$ cat src/rtl/gec_pkg.sv
// Shared types and constants for the gradient edge contour unit.
// No dependencies.
package gec_pkg;

    localparam int PIXEL_PORT_W = 8;
    localparam int EDGE_W       = 8;
    localparam int ROW_W        = 12;
    localparam int FW_W         = 11;
    localparam int FH_W         = 12;

    // Register index, taken from paddr[2]
    typedef enum logic {
        REG_FRAME_WIDTH  = 1'b0,
        REG_FRAME_HEIGHT = 1'b1
    } gec_reg_t;

    // Result mask bits
    localparam int RES_ABOVE = 0;   // result for the row above, same column
    localparam int RES_LEFT  = 1;   // last row, previous column
    localparam int RES_SELF  = 2;   // last row, last column (end of frame)

    typedef struct packed {
        logic       last_col;
        logic [2:0] mask;
    } gec_ctl_t;

endpackage

$ cat src/rtl/gec_result_seq.sv
// Stage 1 item register and result sequencer with output register.
// Depends on gec_pkg; read data comes from gec_line_mem.
module gec_result_seq
    import gec_pkg::*;
#(
    parameter int PB = 8,
    parameter int CW = 10
) (
    input  logic              clk,
    input  logic              rst_n,
    input  logic              load,
    input  logic [PB-1:0]     px,
    input  logic [PB-1:0]     lp,
    input  logic [CW-1:0]     col,
    input  logic [ROW_W-1:0]  row,
    input  gec_ctl_t          ctl,
    input  logic [PB-1:0]     up,
    input  logic [PB-1:0]     up_right,
    output logic              free,
    output logic              out_valid,
    input  logic              out_stall,
    output logic [EDGE_W-1:0] edge_value,
    output logic [ROW_W-1:0]  out_row,
    output logic [CW-1:0]     out_col,
    output logic              last_of_run,
    output logic              end_of_frame
);

    function automatic logic [PB-1:0] absd(input logic [PB-1:0] a, input logic [PB-1:0] b);
        absd = (a > b) ? (a - b) : (b - a);
    endfunction

    function automatic logic [EDGE_W-1:0] edge_of(input logic [PB-1:0] p,
                                                  input logic [PB-1:0] dn,
                                                  input logic [PB-1:0] rt);
        logic [PB:0] sum;
        sum = {1'b0, absd(p, dn)} + {1'b0, absd(p, rt)};
        edge_of = EDGE_W'(sum[PB:1]);
    endfunction

    logic              s1_valid_reg;
    logic [2:0]        rem_reg, rem_next;
    gec_ctl_t          ctl_reg;
    logic [PB-1:0]     px_reg, lp_reg, la_reg;
    logic [CW-1:0]     col_reg;
    logic [ROW_W-1:0]  row_reg;

    logic              out_valid_reg;
    logic [EDGE_W-1:0] edge_reg;
    logic [ROW_W-1:0]  row_out_reg;
    logic [CW-1:0]     col_out_reg;
    logic              lor_reg, eof_reg;

    logic [2:0]        cur;
    logic              out_load, emit, single, retire;
    logic [PB-1:0]     rt0;
    logic [EDGE_W-1:0] e0, e1, e2, e_sel;
    logic [ROW_W-1:0]  r_sel;
    logic [CW-1:0]     c_sel;

    assign cur      = rem_reg & (~rem_reg + 3'd1);   // lowest pending result
    assign single   = (rem_reg == cur);
    assign out_load = !out_valid_reg || !out_stall;
    assign emit     = s1_valid_reg && (rem_reg != 3'd0) && out_load;
    assign retire   = s1_valid_reg && ((rem_reg == 3'd0) || (emit && single));
    assign free     = !s1_valid_reg || retire;
    assign rem_next = rem_reg & ~cur;

    assign rt0 = ctl_reg.last_col ? la_reg : up_right;
    assign e0  = edge_of(up, px_reg, rt0);
    assign e1  = edge_of(lp_reg, la_reg, px_reg);
    assign e2  = edge_of(px_reg, up, lp_reg);

    always_comb
    begin
        e_sel = e0;
        r_sel = row_reg - ROW_W'(1);
        c_sel = col_reg;
        if (cur[RES_LEFT])
        begin
            e_sel = e1;
            r_sel = row_reg;
            c_sel = col_reg - CW'(1);
        end
        else if (cur[RES_SELF])
        begin
            e_sel = e2;
            r_sel = row_reg;
            c_sel = col_reg;
        end
    end

    always_ff @(posedge clk or negedge rst_n)
    begin
        if (!rst_n)
        begin
            s1_valid_reg  <= 1'b0;
            rem_reg       <= 3'd0;
            la_reg        <= '0;
            out_valid_reg <= 1'b0;
        end
        else
        begin
            if (load)
            begin
                s1_valid_reg <= 1'b1;
                rem_reg      <= ctl.mask;
            end
            else if (retire)
            begin
                s1_valid_reg <= 1'b0;
                rem_reg      <= 3'd0;
            end
            else if (emit)
            begin
                rem_reg <= rem_next;
            end
            // previous-row value left of the next column
            if (retire)
            begin
                la_reg <= up;
            end
            if (out_load)
            begin
                out_valid_reg <= emit;
            end
        end
    end

    always_ff @(posedge clk)
    begin
        if (load)
        begin
            px_reg  <= px;
            lp_reg  <= lp;
            col_reg <= col;
            row_reg <= row;
            ctl_reg <= ctl;
        end
        if (emit)
        begin
            edge_reg    <= e_sel;
            row_out_reg <= r_sel;
            col_out_reg <= c_sel;
            lor_reg     <= single;
            eof_reg     <= cur[RES_SELF];
        end
    end

    assign out_valid    = out_valid_reg;
    assign edge_value   = edge_reg;
    assign out_row      = row_out_reg;
    assign out_col      = col_out_reg;
    assign last_of_run  = lor_reg;
    assign end_of_frame = eof_reg;

endmodule

$ cat config.mk
export PLATFORM = sky130hd
export DESIGN_NAME = gec_result_seq
export DESIGN_NICKNAME = d
export VERILOG_FILES = /design/src/rtl/gec_pkg.sv /design/src/rtl/gec_result_seq.sv
export SDC_FILE = /design/constraint.sdc
export NUM_CORES = 1
export LEC_CHECK = 0
export BUFFER_PORTS_ARGS = -buffer_cell sky130_fd_sc_hd__buf_4
export CAP_MARGIN = 20
export CORE_MARGIN = 2
export CORE_UTILIZATION = 45
export DETAILED_ROUTE_END_ITERATION = 8
export GPL_ROUTABILITY_DRIVEN = 0
export GPL_TIMING_DRIVEN = 0
export PLACE_DENSITY = 0.7
export SYNTH_ARGS = -nofsm -noshare
export SYNTH_HDL_FRONTEND = slang
export SYNTH_SLANG_ARGS = --single-unit
export TNS_END_PERCENT = 5
$ cat constraint.sdc
create_clock -name clk -period 10.6 [get_ports clk]
set_clock_uncertainty 0.1 [all_clocks]
set_input_delay 1.06 -clock clk [delete_from_list [all_inputs] [get_ports clk]]
set_output_delay 1.06 -clock clk [all_outputs]
set_load 0.01 [all_outputs]
---- Word-level counts from Yosys, hierarchy flattened ----
Index checks and enable logic that the tools add are counted.
cells by class
  multiplexer cells ....................... 17
  $add $sub $neg .......................... 14
  bitwise logic cells ..................... 4
  reductions and logical operators ........ 14
  eq/ne operators ......................... 1
  $lt $le $gt $ge ......................... 6
operators by type and width
  cell                     number
  $mux W8                  9
  $sub A8 B8 Y8            8
  $gt A8 B8 Y1             6
  $add A8 B8 Y9            3
  $mux W12                 2
  $sub A12 B1 Y12 const B  1
  $mux W10                 1
  $sub A10 B1 Y10 const B  1
  $mux W3                  3
  $and A3 B3 Y3            2
  $not A3 Y3               2
  $reduce_bool A3 Y1       2
  $logic_and A1 B1 Y1      4
  $add A3 B1 Y3 const B    1
  $eq A3 B3 Y1             1
  $logic_not A1 Y1         3
  $logic_not A3 Y1         1
  $logic_or A1 B1 Y1       3
  $mux W1                  2
  $reduce_bool A2 Y1       1
word-level totals
  register bits ........................... 84
  input port bits ......................... 62
  output and inout bits ................... 34

---- Logic depth before layout (Yosys ltp) ----
Gate-level depths: netlist (run 1).
  word-level depth ........................ 9
  mapped depth ............................ 20

---- Worst setup path before layout (run 1) ----
OpenSTA, ideal clock, no wires.
  path type ............................... input to register
  start point ............................. input up_right[5]
  end point ............................... register edge_reg[5], in the netlist edge_value[5], data pin
  setup slack ............................. 6,101 ps
  stages on the path ...................... 18
  arrival ................................. 4,138 ps
  cells stage by stage .................... mux2i_1 -> inv_1 -> ha_1 -> buf_6 -> a211oi_1 -> o21bai_2 -> o22ai_2 -> buf_6 -> mux2i_1 -> xnor2_1 -> ha_1 -> nor2b_1 -> o21ai_0 -> nand2b_1 -> a21o_1 -> a21oi_1 -> xnor2_1 -> a221o_1
on the way
  word-level cells in the longest chain between the ends .. 6
ends and longest elaborated chain
  item                                           RTL line               source
  start, declared                                gec_result_seq.sv:18   input logic [PB-1:0] up_right,
  $mux W8 *                                      gec_result_seq.sv:69   assign rt0 = ctl_reg.last_col ? la_reg : up_right;
  $sub A8 B8 Y8 or $gt A8 B8 Y1 (tied branches)  gec_result_seq.sv:30   absd = (a > b) ? (a - b) : (b - a);
  $mux W8 *                                      gec_result_seq.sv:30
  $add A8 B8 Y9 *                                gec_result_seq.sv:37   sum = {1'b0, absd(p, dn)} + {1'b0, absd(p, rt)};
  $mux W8 *                                      gec_result_seq.sv:85   else if (cur[RES_SELF])
  $mux W8 *                                      gec_result_seq.sv:79   if (cur[RES_LEFT])
  via e_sel[5]                                   gec_result_seq.sv:57   logic [EDGE_W-1:0] e0, e1, e2, e_sel;
  end signal, assigned                           gec_result_seq.sv:142  edge_reg <= e_sel;
  end, declared                                  gec_result_seq.sv:49   logic [EDGE_W-1:0] edge_reg;
The timed path passes the listed nets; every way through them passes the cells marked *.
A chain may end at the register's enable or synchronous reset.

---- Worst setup path in the final report (run 1) ----
  start point ............................. input up[5]
  end point ............................... register edge_reg[6], in the netlist edge_value[6], data pin
on the way
  word-level cells in the longest chain between the ends .. 5
ends and longest elaborated chain
  item                                           RTL line              source
  start, declared                                gec_result_seq.sv:17  input logic [PB-1:0] up,
  $sub A8 B8 Y8 or $gt A8 B8 Y1 (tied branches)  gec_result_seq.sv:30
  $mux W8                                        gec_result_seq.sv:30
  $add A8 B8 Y9                                  gec_result_seq.sv:37
  $mux W8 *                                      gec_result_seq.sv:85
  $mux W8 *                                      gec_result_seq.sv:79
  via e_sel[6]                                   gec_result_seq.sv:57
Marked as above.

==> results of run 1 <==
-- per-layer routing --
metal / wire [um] / up-vias / part of all wire / GRT usage
met3: 890 / 12 / 0.055 / 0.0345
met2: 7880 / 177 / 0.48 / 0.354
met5: 0 / - / 0 / 0
met1: 7350 / 2565 / 0.45 / 0.263
met4: 204 / 0 / 0.013 / 0.0499
li1: - / 2703 / - / -
-- how the worst max path moves through the flow --
stage,slack [ns],from,end,cells past startpoint
floorplan,6.10,up_right[5],edge_value[5],18
global placement,5.54,up[5],edge_value[6],17
detailed placement,5.51,up[5],edge_value[6],17
CTS,5.79,ctl_reg[3],edge_value[5],19
global route,5.45,up[5],edge_value[6],17
finish,5.73,up[5],edge_value[6],17
-- placed cells by master (no fill, tap or decap), drive strengths merged, types with 5 or more instances in the layout --
cell / count
a31oi: 6
xor2: 21
a211oi: 5
fa: 11
nand2: 35
nand2b: 7
dfrtp: 13
ha: 85
buf: 98
nand3: 10
nand4: 9
o211ai: 5
nor2: 33
xnor2: 42
o21bai: 9
nor3: 12
o21ai: 42
or4: 5
edfxtp: 71
mux2: 22
or2: 8
a21oi: 51
a21o: 23
clkbuf: 22
nor2b: 14
mux2i: 32
inv: 72
-- cells by family after synthesis --
logic type | after synthesis | synth area share
and+or+nand+nor | 146 | 0.104
DFF | 84 | 0.350
xor gates and xnor gates | 63 | 0.0787
adders and majority gates | 96 | 0.183
AOI/OAI and AO/OA | 168 | 0.155
muxes | 54 | 0.0815
buffers and inverters | 85 | 0.0478
-- power groups by stage --
| stage | clock, mW | combinational (mW) | sequential [mW] |
|---|---|---|---|
| after global routing | 0.338 | 1.15 | 0.473 |
| after floorplan | 0 | 0.750 | 0.475 |
| after global placement | 0 | 1.01 | 0.473 |
| final | 0.319 | 1.04 | 0.467 |
| after CTS | 0.327 | 1.03 | 0.468 |
| after detailed placement | 0 | 1.02 | 0.475 |
-- per-stage QoR --
step	power (mW)	area, um^2	hold WS [ns]	worst slack, ns
after floorplan	1.23	7010	0.371	6.10
after global placement	1.48	7960	0.393	5.54
after detailed placement	1.50	7970	0.404	5.51
after CTS	1.82	8270	0.417	5.79
after global routing	1.96	8270	0.463	5.45
final	1.82	8270	0.412	5.73
-- critical path, cell delays in order --
cell       delay (ns)
buf_4            0.10
inv_1            0.07
ha_1             0.27
clkbuf_1         0.40
nand4_1          0.23
nor2_1           0.16
nor2_1           0.06
a21oi_2          0.41
mux2_2           0.42
ha_1             0.28
nor3b_1          0.13
o21ai_0          0.15
nand2b_1         0.09
and3_1           0.19
o21ai_0          0.29
mux2i_1          0.12
a2111oi_0        0.42
-- area by class of cell --
type,instances,area [um^2],area share
Multi-Input combinational cell,527,4230,0.511
Sequential cell,84,2460,0.297
Timing Repair Buffer,95,713,0.0862
Inverter,69,259,0.0313
Tap cell,188,235,0.0284
Clock buffer,9,225,0.0272
Clock inverter,7,76.3,0.00923
Buffer,16,76.3,0.00923
==> out/metrics.csv, run 1 <==
stage,metric,value,unit
outcome,status,"finished, final reports clean",
clock_network,CTS Buf Count,9,
global_route,pin count of the biggest net entering global routing,47,
global_route,initial antenna violation count,0,
timing,Highest Clock Rate,205,MHz
cells_and_area,ANT cells,0,
synth,#FFs+latches synth,84,
clock_network,clock latency on the worst-skew pair,0.35,ns
synth,"count leader, synth",ha_1,
cells_and_area,Filler cells,1413,
min_path,Hold Path Depth,2,
clock_network,"Hold-fix buffers, CTS",0,
min_path,hold endpoint,la_reg[7],
synth,Synthesis Warnings,0,
power_and_ir_drop,combinational group share of total power,0.569,
power_and_ir_drop,switching power,0.755,mW
global_route,vias in the first global route,5325,
cells_and_area,final core occ,0.544,
synth,syn nets,854,
synth,Synth area leader,edfxtp_1,
synth,Commonest cells post-synth,"ha_1 (85), edfxtp_1 (71), inv_1 (68)",
route,DR WL/cell,16.4,um
route,DRT Wirelength,16300,um
timing,headroom to the max-slew limit,0.416,
timing,Tcrit/Tclk final,0.460,
synth,Post-Syn Instances,696,
timing,Worst-Margin Slew,0.874,ns
route,# DRC,0,
route,first-pass detailed-route iteration total,6,
synth,Synth cell types,58,
setup_path,worst path arrival time,4.88,ns
setup_path,R2R setup slack,5.76,ns
placement,placed cells,979,
setup_path,data required time at the worst endpoint,10.61,ns
clock_network,H-tree depth,3,
clock_network,PostCTS Resize Cnt,0,
die,chip width,129,um
job,max-cap violation count,0,
clock_network,CTS Buffer Depth,2,
synth,mean area per synthesized cell,10.1,um^2
clock_network,"Reg clk slew, reported paths",0.07,ns
power_and_ir_drop,internal power,1.07,mW
setup_path,Worst R2R Start,ctl_reg[3],
global_route,global-route wire length before repair,26200,um
min_path,HP Start,la_reg[7],
route,Via density,5.48,
setup_path,reg2reg end,edge_value[6],
cells_and_area,Post-layout nets,960,
setup_path,Crit. End Element,flop,
route,Starting DRT DRC Count,318,
die,Die H,129,um
synth,"Primary FF master, synth",edfxtp_1,
die,effective utilization at floorplan,0.461,
synth,register area share after synthesis,0.350,
power_and_ir_drop,PD cells,221,mW/mm^2
synth,"EDFF count, synth",71,
timing,final hold violations,0,
global_route,GRT Overall Usage,0.203,
min_path,Hold Path Class,flop to flop,
placement,HPWL Detailed,13200,um
power_and_ir_drop,leakage power,3.70,nW
setup_path,Setup crit start kind,input port,
synth,Post-synth ARST share,0.155,
timing,Max Slew Vio Count,0,
cells_and_area,layout cells sized above 1,0.192,
die,core area,0.0152,mm^2
cells_and_area,Syn-to-layout area delta,17.9,%
global_route,grt ovf,0,
setup_path,Reg2Reg Depth,18,
clock_network,clock root buffer,clkbuf_16,
timing,RSZ-0062 raised after global routing,false,
synth,top post-synthesis cells by area,"edfxtp_1 (30%), ha_1 (15%), xnor2_1 (5.2%)",
placement,# port buffers,95,
die,die area,0.0166,mm^2
route,Final ANT Viol Nets,0,
timing,Fin Setup TNS,0,ns
power_and_ir_drop,Seq pwr share,0.256,
setup_path,worst-path fanout max,10,
cells_and_area,final cell count without fillers,995,
die,io pins,96,
synth,Post-Synthesis Cell Area,0.00701,mm^2
clock_network,CTS sink count,84,
die,Cell Rows,45,
power_and_ir_drop,Peak VDD IR,0.154,mV
synth,top cell type's share of synthesized area,0.304,
route,Vias,5457,
clock_network,post-CTS setup buffer count,0,
power_and_ir_drop,switching share of power,0.414,
setup_path,Setup CP Type,input port to flop,
timing,fin crit period,4.87,ns
clock_network,CTS tree,built,
timing,Final setup viols,0,
power_and_ir_drop,clock power share,0.175,
Power figures use the tool's default switching activity.
==> inputs of run 2 (changes only) <==
--- a/config.mk
+++ b/config.mk
@@ -5,6 +5,7 @@
 export SDC_FILE = /design/constraint.sdc
 export NUM_CORES = 1
 export LEC_CHECK = 0
+export ABC_AREA = 1
 export BUFFER_PORTS_ARGS = -buffer_cell sky130_fd_sc_hd__buf_4
 export CAP_MARGIN = 20
 export CORE_MARGIN = 2
@@ -12,7 +13,7 @@
 export DETAILED_ROUTE_END_ITERATION = 8
 export GPL_ROUTABILITY_DRIVEN = 0
 export GPL_TIMING_DRIVEN = 0
-export PLACE_DENSITY = 0.7
+export PLACE_DENSITY = 0.72
 export SYNTH_ARGS = -nofsm -noshare
 export SYNTH_HDL_FRONTEND = slang
 export SYNTH_SLANG_ARGS = --single-unit
==> constraint.sdc (replaced) <==
create_clock -name clk -period 4.1 [get_ports clk]
set_clock_uncertainty 0.1 [all_clocks]
set_input_delay 0.41 -clock clk [delete_from_list [all_inputs] [get_ports clk]]
set_output_delay 0.41 -clock clk [all_outputs]
set_load 0.01 [all_outputs]
==> out/metrics.csv, run 2 <==
stage,metric,value,unit,change
outcome,status,"finished, final reports clean",,
global_route,pin count of the biggest net entering global routing,46,,-2.1%
setup_path,Crit. End Element,flop,,
timing,headroom to the max-slew limit,0.581,,+0.165
synth,Synthesis Warnings,0,,unchanged
min_path,Hold Path Class,input port to flop,,
clock_network,CTS Buffer Depth,2,,unchanged
job,max-cap violation count,0,,unchanged
route,DRT Wirelength,18500,um,+13%
placement,# port buffers,95,,unchanged
setup_path,crit path from,ctl_reg[3],,
setup_path,Setup crit start kind,flop,,
clock_network,clock root buffer,clkbuf_16,,
setup_path,reg2reg end,edge_value[5],,
global_route,vias in the first global route,6198,,+16%
cells_and_area,Filler cells,1549,,+9.6%
synth,register area share after synthesis,0.319,,-0.0315
cells_and_area,"commonest non-fill, non-tap cell in the layout",nand2_1,,
synth,#FFs+latches synth,84,,unchanged
route,Via density,5.05,,-7.9%
synth,Commonest cells post-synth,"nand2_1 (341), inv_1 (161), ha_1 (85)",,
cells_and_area,layout cells sized above 1,0.153,,-0.0394
synth,Post-Synthesis Cell Area,0.00770,mm^2,+9.9%
clock_network,CTS sink count,84,,unchanged
route,Vias,6897,,+26%
setup_path,family with the most delay on the worst path,simple AND/OR/NAND/NOR gates,,
route,Final ANT Viol Nets,0,,unchanged
setup_path,worst path arrival time,3.69,ns,-1.19 ns
timing,fin crit period,3.69,ns,
synth,"EDFF count, synth",71,,unchanged
setup_path,CP cell instances,buf_4 > nand2_1 > o21ai_0 > inv_1 > ha_1 > clkbuf_2 > nand2_1 > inv_1 > nand2_1 > nand2_1 > nand2_1 > nand2_1 > nand2_4 > o21ai_1 > inv_1 > fa_1 > inv_1 > nand4_1 > nand3_1 > nand2_1 > nand3_1 > nand2_1 > nand2_1 > nand2_1,,
cells_and_area,ANT cells,0,,unchanged
synth,Synth cell types,38,,-34%
placement,HPWL Detailed,15500,um,+17%
setup_path,most frequent CP cell,nand2_1,,
die,effective utilization at floorplan,0.463,,+0.00166
die,Cell Rows,47,,+4.4%
setup_path,CP max stage cell,edfxtp_1,,
clock_network,"Reg clk slew, reported paths",0.07,ns,about the same
global_route,global-route wire length before repair,30000,um,+14%
route,first-pass detailed-route iteration total,6,,unchanged
die,Die H,135,um,+4.7%
min_path,HP Start,lp[2],,
die,chip width,135,um,+4.7%
timing,final hold violations,0,,unchanged
clock_network,H-tree depth,3,,unchanged
route,Starting DRT DRC Count,399,,+25%
global_route,GRT Overall Usage,0.209,,+0.00612
timing,Fin Setup TNS,0,ns,unchanged
synth,Post-Syn Instances,1031,,+48%
cells_and_area,Post-layout nets,1299,,+35%
power_and_ir_drop,leakage power,4.74,nW,+28%
setup_path,data required time at the worst endpoint,4.10,ns,-6.51 ns
setup_path,worst-path fanout max,10,,unchanged
route,# DRC,0,,unchanged
setup_path,Worst R2R Start,ctl_reg[3],,
clock_network,CTS Buf Count,9,,unchanged
setup_path,crit path buf inv count,6,,+3
die,core area,0.0166,mm^2,+9.5%
timing,Highest Clock Rate,271,MHz,
die,io pins,96,,unchanged
global_route,initial antenna violation count,0,,unchanged
power_and_ir_drop,PD cells,692,mW/mm^2,+210%
setup_path,Setup CP Type,flop to flop,,
setup_path,WP depth,24,,+7
timing,RSZ-0062 raised after global routing,false,,
timing,Worst-Margin Slew,0.628,ns,-0.246 ns
clock_network,clock latency on the worst-skew pair,0.35,ns,about the same
setup_path,Max stage delay on crit path,0.44,ns,+0.02 ns
synth,top post-synthesis cells by area,"edfxtp_1 (28%), nand2_1 (17%), ha_1 (14%)",,
setup_path,Worst Setup EP,edge_value[5],,
clock_network,CTS tree,built,,
timing,Final setup viols,0,,unchanged
timing,Tcrit/Tclk final,0.899,,
die,die area,0.0182,mm^2,+9.6%
synth,Post-synth ARST share,0.155,,unchanged
route,DR WL/cell,13.5,um,-18%
cells_and_area,most frequent cells in the layout,"nand2_1 (341), inv_1 (160), buf_4 (98)",,
setup_path,R2R setup slack,0.41,ns,-5.35 ns
power_and_ir_drop,Peak VDD IR,0.391,mV,+150%
cells_and_area,final cell count without fillers,1366,,+37%
synth,top cell type's share of synthesized area,0.277,,-0.0273
global_route,grt ovf,0,,unchanged
synth,Synth area leader,edfxtp_1,,
synth,"Primary FF master, synth",edfxtp_1,,
synth,mean area per synthesized cell,7.47,um^2,-26%
cells_and_area,Syn-to-layout area delta,17.5,%,
synth,syn nets,1189,,+39%
placement,placed cells,1347,,+38%
synth,"count leader, synth",nand2_1,,
timing,Max Slew Vio Count,0,,unchanged
setup_path,Reg2Reg Depth,24,,+6
==> run 2: cell type report <==
type	instances	area (um^2)	area share
Multi-Input combinational cell	763	4560	0.503
Buffer	15	82.6	0.00912
Inverter	169	639	0.0706
Clock inverter	6	48.8	0.00539
Sequential cell	84	2460	0.271
Tap cell	220	275	0.0304
Timing Repair Buffer	99	766	0.0846
Clock buffer	10	229	0.0253
==> run 2: worst reg2reg max path, stage by stage, from the launching register on <==
cell,delay [ns]
edfxtp_1,0.44
buf_4,0.19
nand2_1,0.05
o21ai_0,0.12
inv_1,0.09
ha_1,0.29
clkbuf_2,0.18
nand2_1,0.09
inv_1,0.10
nand2_1,0.06
nand2_1,0.10
nand2_1,0.06
nand2_1,0.10
nand2_4,0.10
o21ai_1,0.22
inv_1,0.09
fa_1,0.42
inv_1,0.10
nand4_1,0.13
nand3_1,0.12
nand2_1,0.06
nand3_1,0.07
nand2_1,0.08
nand2_1,0.06
nand2_1,0.05
==> run 2: through the flow <==
stage          total power [mW]  worst slack, ns  hold slack [ns]  utilization  cell area, um^2
3_3_place_gp               5.35            0.258            0.174        0.522             8690
4_1_cts                    6.25            0.171            0.113        0.541             9010
3_5_place_dp               5.46            0.201            0.179        0.524             8720
2_1_floorplan              4.30            0.776           0.0144            -             7700
6_report                   6.26            0.413            0.127        0.544             9050
5_1_grt                    6.94           0.0311            0.112        0.544             9050
==> run 2: logic make-up (layout without fill, tap and decap cells) <==
family	after synthesis	after routing	share of synthesized area
flip-flops	84	84	0.319
buffers and inverters	184	299	0.0932
AND/OR/NAND/NOR	492	492	0.273
adder cells (fa/ha/maj)	96	96	0.167
XOR/XNOR	52	52	0.0591
AO/OA/AOI/OAI	123	123	0.0890
==> run 2: worst min path at each step <==
stage	end	slack (ns)	cells past startpoint
2_1_floorplan	la_reg[0]	0.01	0
3_3_place_gp	s1_valid_reg	0.17	1
3_5_place_dp	out_valid	0.18	1
4_1_cts	lp_reg[2]	0.11	1
5_1_grt	col_reg[6]	0.11	1
6_report	lp_reg[2]	0.13	1
==> run 2: timing repair <==
item / CTS / global route
endpoints found under the hold margin: 13 / 0
setup endpoints to repair: 0 / 7
gates resized for setup: 0 / 15
hold buffers: 1 / 0
buffers inserted: 0 / 2
==> run 2: where the power goes <==
part           switching [mW]  internal, mW
clock                   0.344         0.418
sequential              0.130          1.26
combinational            2.54          1.57
total                    3.01          3.25
==> run 2: layer usage <==
| metal | vias to the layer above | routed length (um) | global-route usage | part of all wire |
|---|---|---|---|---|
| met2 | 182 | 9040 | 0.357 | 0.49 |
| met3 | 29 | 890 | 0.0334 | 0.048 |
| li1 | 3537 | - | - | - |
| met1 | 3149 | 8100 | 0.272 | 0.44 |
| met5 | - | 0 | 0 | 0 |
| met4 | 0 | 448 | 0.0667 | 0.024 |
==> inputs of run 3 (changes only) <==
--- a/config.mk
+++ b/config.mk
@@ -8,7 +8,6 @@
 export ABC_AREA = 1
 export BUFFER_PORTS_ARGS = -buffer_cell sky130_fd_sc_hd__buf_4
 export CAP_MARGIN = 20
-export CORE_MARGIN = 2
 export CORE_UTILIZATION = 45
 export DETAILED_ROUTE_END_ITERATION = 8
 export GPL_ROUTABILITY_DRIVEN = 0
==> out/metrics.csv, run 3 (synthesis gave the netlist of run 2 again) <==
stage,metric,value,unit,change
outcome,status,"finished, final reports clean",,
setup_path,worst-path fanout max,10,,unchanged
setup_path,Setup crit start kind,flop,,
route,first-pass detailed-route iteration total,5,,-1
die,die area,0.0176,mm^2,-2.9%
global_route,GR peak layer,met2,,
die,chip width,133,um,-1.5%
cells_and_area,Reg area,0.00246,mm^2,unchanged
timing,Worst-Margin Slew,0.597,ns,-0.0312 ns
min_path,Hold Path Depth,1,,unchanged
global_route,GRT Overall Usage,0.211,,+0.00186
power_and_ir_drop,leakage power,4.75,nW,+0.35%
global_route,GR Util met1,0.270,,-0.00219
placement,HPWL Detailed,15100,um,-3.0%
global_route,met2 Resource Use GR,0.357,,+0.000735
clock_network,CTS Buf Count,9,,unchanged
timing,Max Slew Vio Count,0,,unchanged
global_route,initial antenna violation count,0,,unchanged
setup_path,most frequent CP cell,nand2_1,,
placement,# port buffers,95,,unchanged
global_route,routing usage on met3,0.0352,,+0.00184
cells_and_area,Filler cells,1583,,+2.2%
timing,Tcrit/Tclk final,0.902,,+0.00228
cells_and_area,most frequent cells in the layout,"nand2_1 (341), inv_1 (161), buf_4 (97)",,
route,Vias,6740,,-2.3%
clock_network,CTS sink count,84,,unchanged
clock_network,"Reg clk slew, reported paths",0.07,ns,about the same
setup_path,data required time at the worst endpoint,4.10,ns,about the same
setup_path,Reg2Reg Depth,23,,-4.2%
clock_network,H-tree depth,3,,unchanged
setup_path,crit path buf inv count,6,,unchanged
power_and_ir_drop,Peak VDD IR,0.336,mV,-14%
setup_path,worst path arrival time,3.70,ns,about the same
placement,Placed Area,0.00872,mm^2,unchanged
global_route,vias in the first global route,6196,,-0.032%
clock_network,CTS Buffer Depth,2,,unchanged
cells_and_area,"commonest non-fill, non-tap cell in the layout",nand2_1,,
timing,Final setup viols,0,,unchanged
cells_and_area,Syn-to-layout area delta,17.6,%,about the same
global_route,grt ovf,0,,unchanged
die,Cell Rows,47,,unchanged
timing,fin crit period,3.70,ns,+0.00936 ns
timing,Fin Setup TNS,0,ns,unchanged
cells_and_area,Multi-input gate area,0.00454,mm^2,-0.38%
route,DR WL/cell,13.1,um,-3.2%
job,max-cap violation count,0,,unchanged
route,DRT Wirelength,17900,um,-3.2%
route,# DRC,0,,unchanged
die,effective utilization at floorplan,0.463,,unchanged
timing,RSZ-0062 raised after global routing,false,,
timing,Highest Clock Rate,271,MHz,-0.25%
min_path,Hold Path Class,input port to flop,,
setup_path,Max stage delay on crit path,0.43,ns,about the same
setup_path,Crit. End Element,flop,,
clock_network,clock root buffer,clkbuf_16,,
timing,Final Worst Setup Slack,0.404,ns,-0.00936 ns
cells_and_area,final core occ,0.544,,about the same
placement,"worst slack, placed",0.204,ns,+0.00245 ns
route,Final ANT Viol Nets,0,,unchanged
setup_path,CP cell instances,buf_4 > o21ai_0 > inv_1 > ha_1 > clkbuf_2 > nand2_1 > inv_1 > nand2_1 > nand2_1 > nand2_1 > nand2_1 > nand2_4 > o21ai_1 > inv_1 > fa_1 > inv_1 > nand4_1 > nand3_1 > nand2_1 > nand3_1 > nand2_1 > nand2_1 > nand2_1,,
clock_network,CTS tree,built,,
global_route,global-route wire length before repair,29500,um,-1.4%
setup_path,WP depth,23,,-4.2%
clock_network,clock latency on the worst-skew pair,0.35,ns,about the same
timing,final hold violations,0,,unchanged
cells_and_area,ANT cells,0,,unchanged
route,Via density,4.93,,-2.3%
die,core area,0.0166,mm^2,unchanged
setup_path,Setup CP Type,flop to flop,,
die,Die H,133,um,-1.5%
setup_path,CP max stage cell,edfxtp_1,,
cells_and_area,layout cells sized above 1,0.150,,-0.00262
cells_and_area,Post-layout nets,1299,,unchanged
die,io pins,96,,unchanged
global_route,pin count of the biggest net entering global routing,46,,unchanged
power_and_ir_drop,PD cells,694,mW/mm^2,+0.32%
route,Starting DRT DRC Count,400,,+0.25%
timing,headroom to the max-slew limit,0.598,,+0.0170
cells_and_area,"Design Area, Final",0.00906,mm^2,about the same
setup_path,family with the most delay on the worst path,simple AND/OR/NAND/NOR gates,,
-- run 3: cell count changes in the layout (fill, tap and decap cells not counted), moves of 2 or more --
cell        before  now
a21oi_1         51   53
o21ai_1         10    7
o21ai_0         36   39
a21oi_2          2    0
clkinvlp_4       2    0
clkinv_4         0    2
-- run 3: timing repair --
action	CTS	global route
endpoints found under the hold margin	13	0
buffers inserted	0	2
resized for setup	0	6
hold buffers	1	0
endpoints found under the setup margin	0	7
-- run 3: through the flow --
step	total power, mW	hold slack (ns)	instances
finish	6.29	0.134	1366
global route	6.92	0.126	1366
CTS	6.29	0.126	1364
detailed placement	5.44	0.177	1347
global placement	5.34	0.173	1346
floorplan	4.30	0.0144	1031
-- run 3: final cells by class --
type	count	share of cell area
Multi-Input combinational cell	763	0.501
Sequential cell	84	0.271
Timing Repair Buffer	99	0.0845
Inverter	169	0.0706
Tap cell	220	0.0304
Clock buffer	9	0.0249
Clock inverter	7	0.00884
Buffer	15	0.00884
-- run 3: worst register-to-register path: cells and delay by family, from the launching register on --
family / cells / cell delay, ns
AOI/OAI and AO/OA: 2 / 0.48
adders and majority gates: 2 / 0.69
buffers and inverters: 6 / 0.71
DFF: 1 / 0.43
and+or+nand+nor: 13 / 1.04
-- run 3: final timing paths --
check,slack [ns],to,from
worst max-delay path,0.40,edge_value[5],ctl_reg[3]
min in group asynchronous,0.34,rem_reg[2],rst_n
worst max register to register,0.40,edge_value[5],ctl_reg[3]
worst min-delay path,0.13,col_reg[3],col[3]
max in group asynchronous,3.37,la_reg[2],rst_n
worst min register to register,0.38,la_reg[7],la_reg[7]
-- run 3: where the power goes --
part | total, mW | switching (mW) | internal, mW | leakage, nW
registers | 1.39 | 0.129 | 1.26 | 0.846
clock network | 0.832 | 0.352 | 0.480 | 0.150
logic | 4.07 | 2.51 | 1.55 | 3.76
total | 6.29 | 2.99 | 3.29 | 4.75
-- run 3: routing by layer --
metal  wire (um)  up-vias
met4         438        0
met5           0        -
met2        8540      188
li1            -     3536
met1        8030     2988
met3         873       28
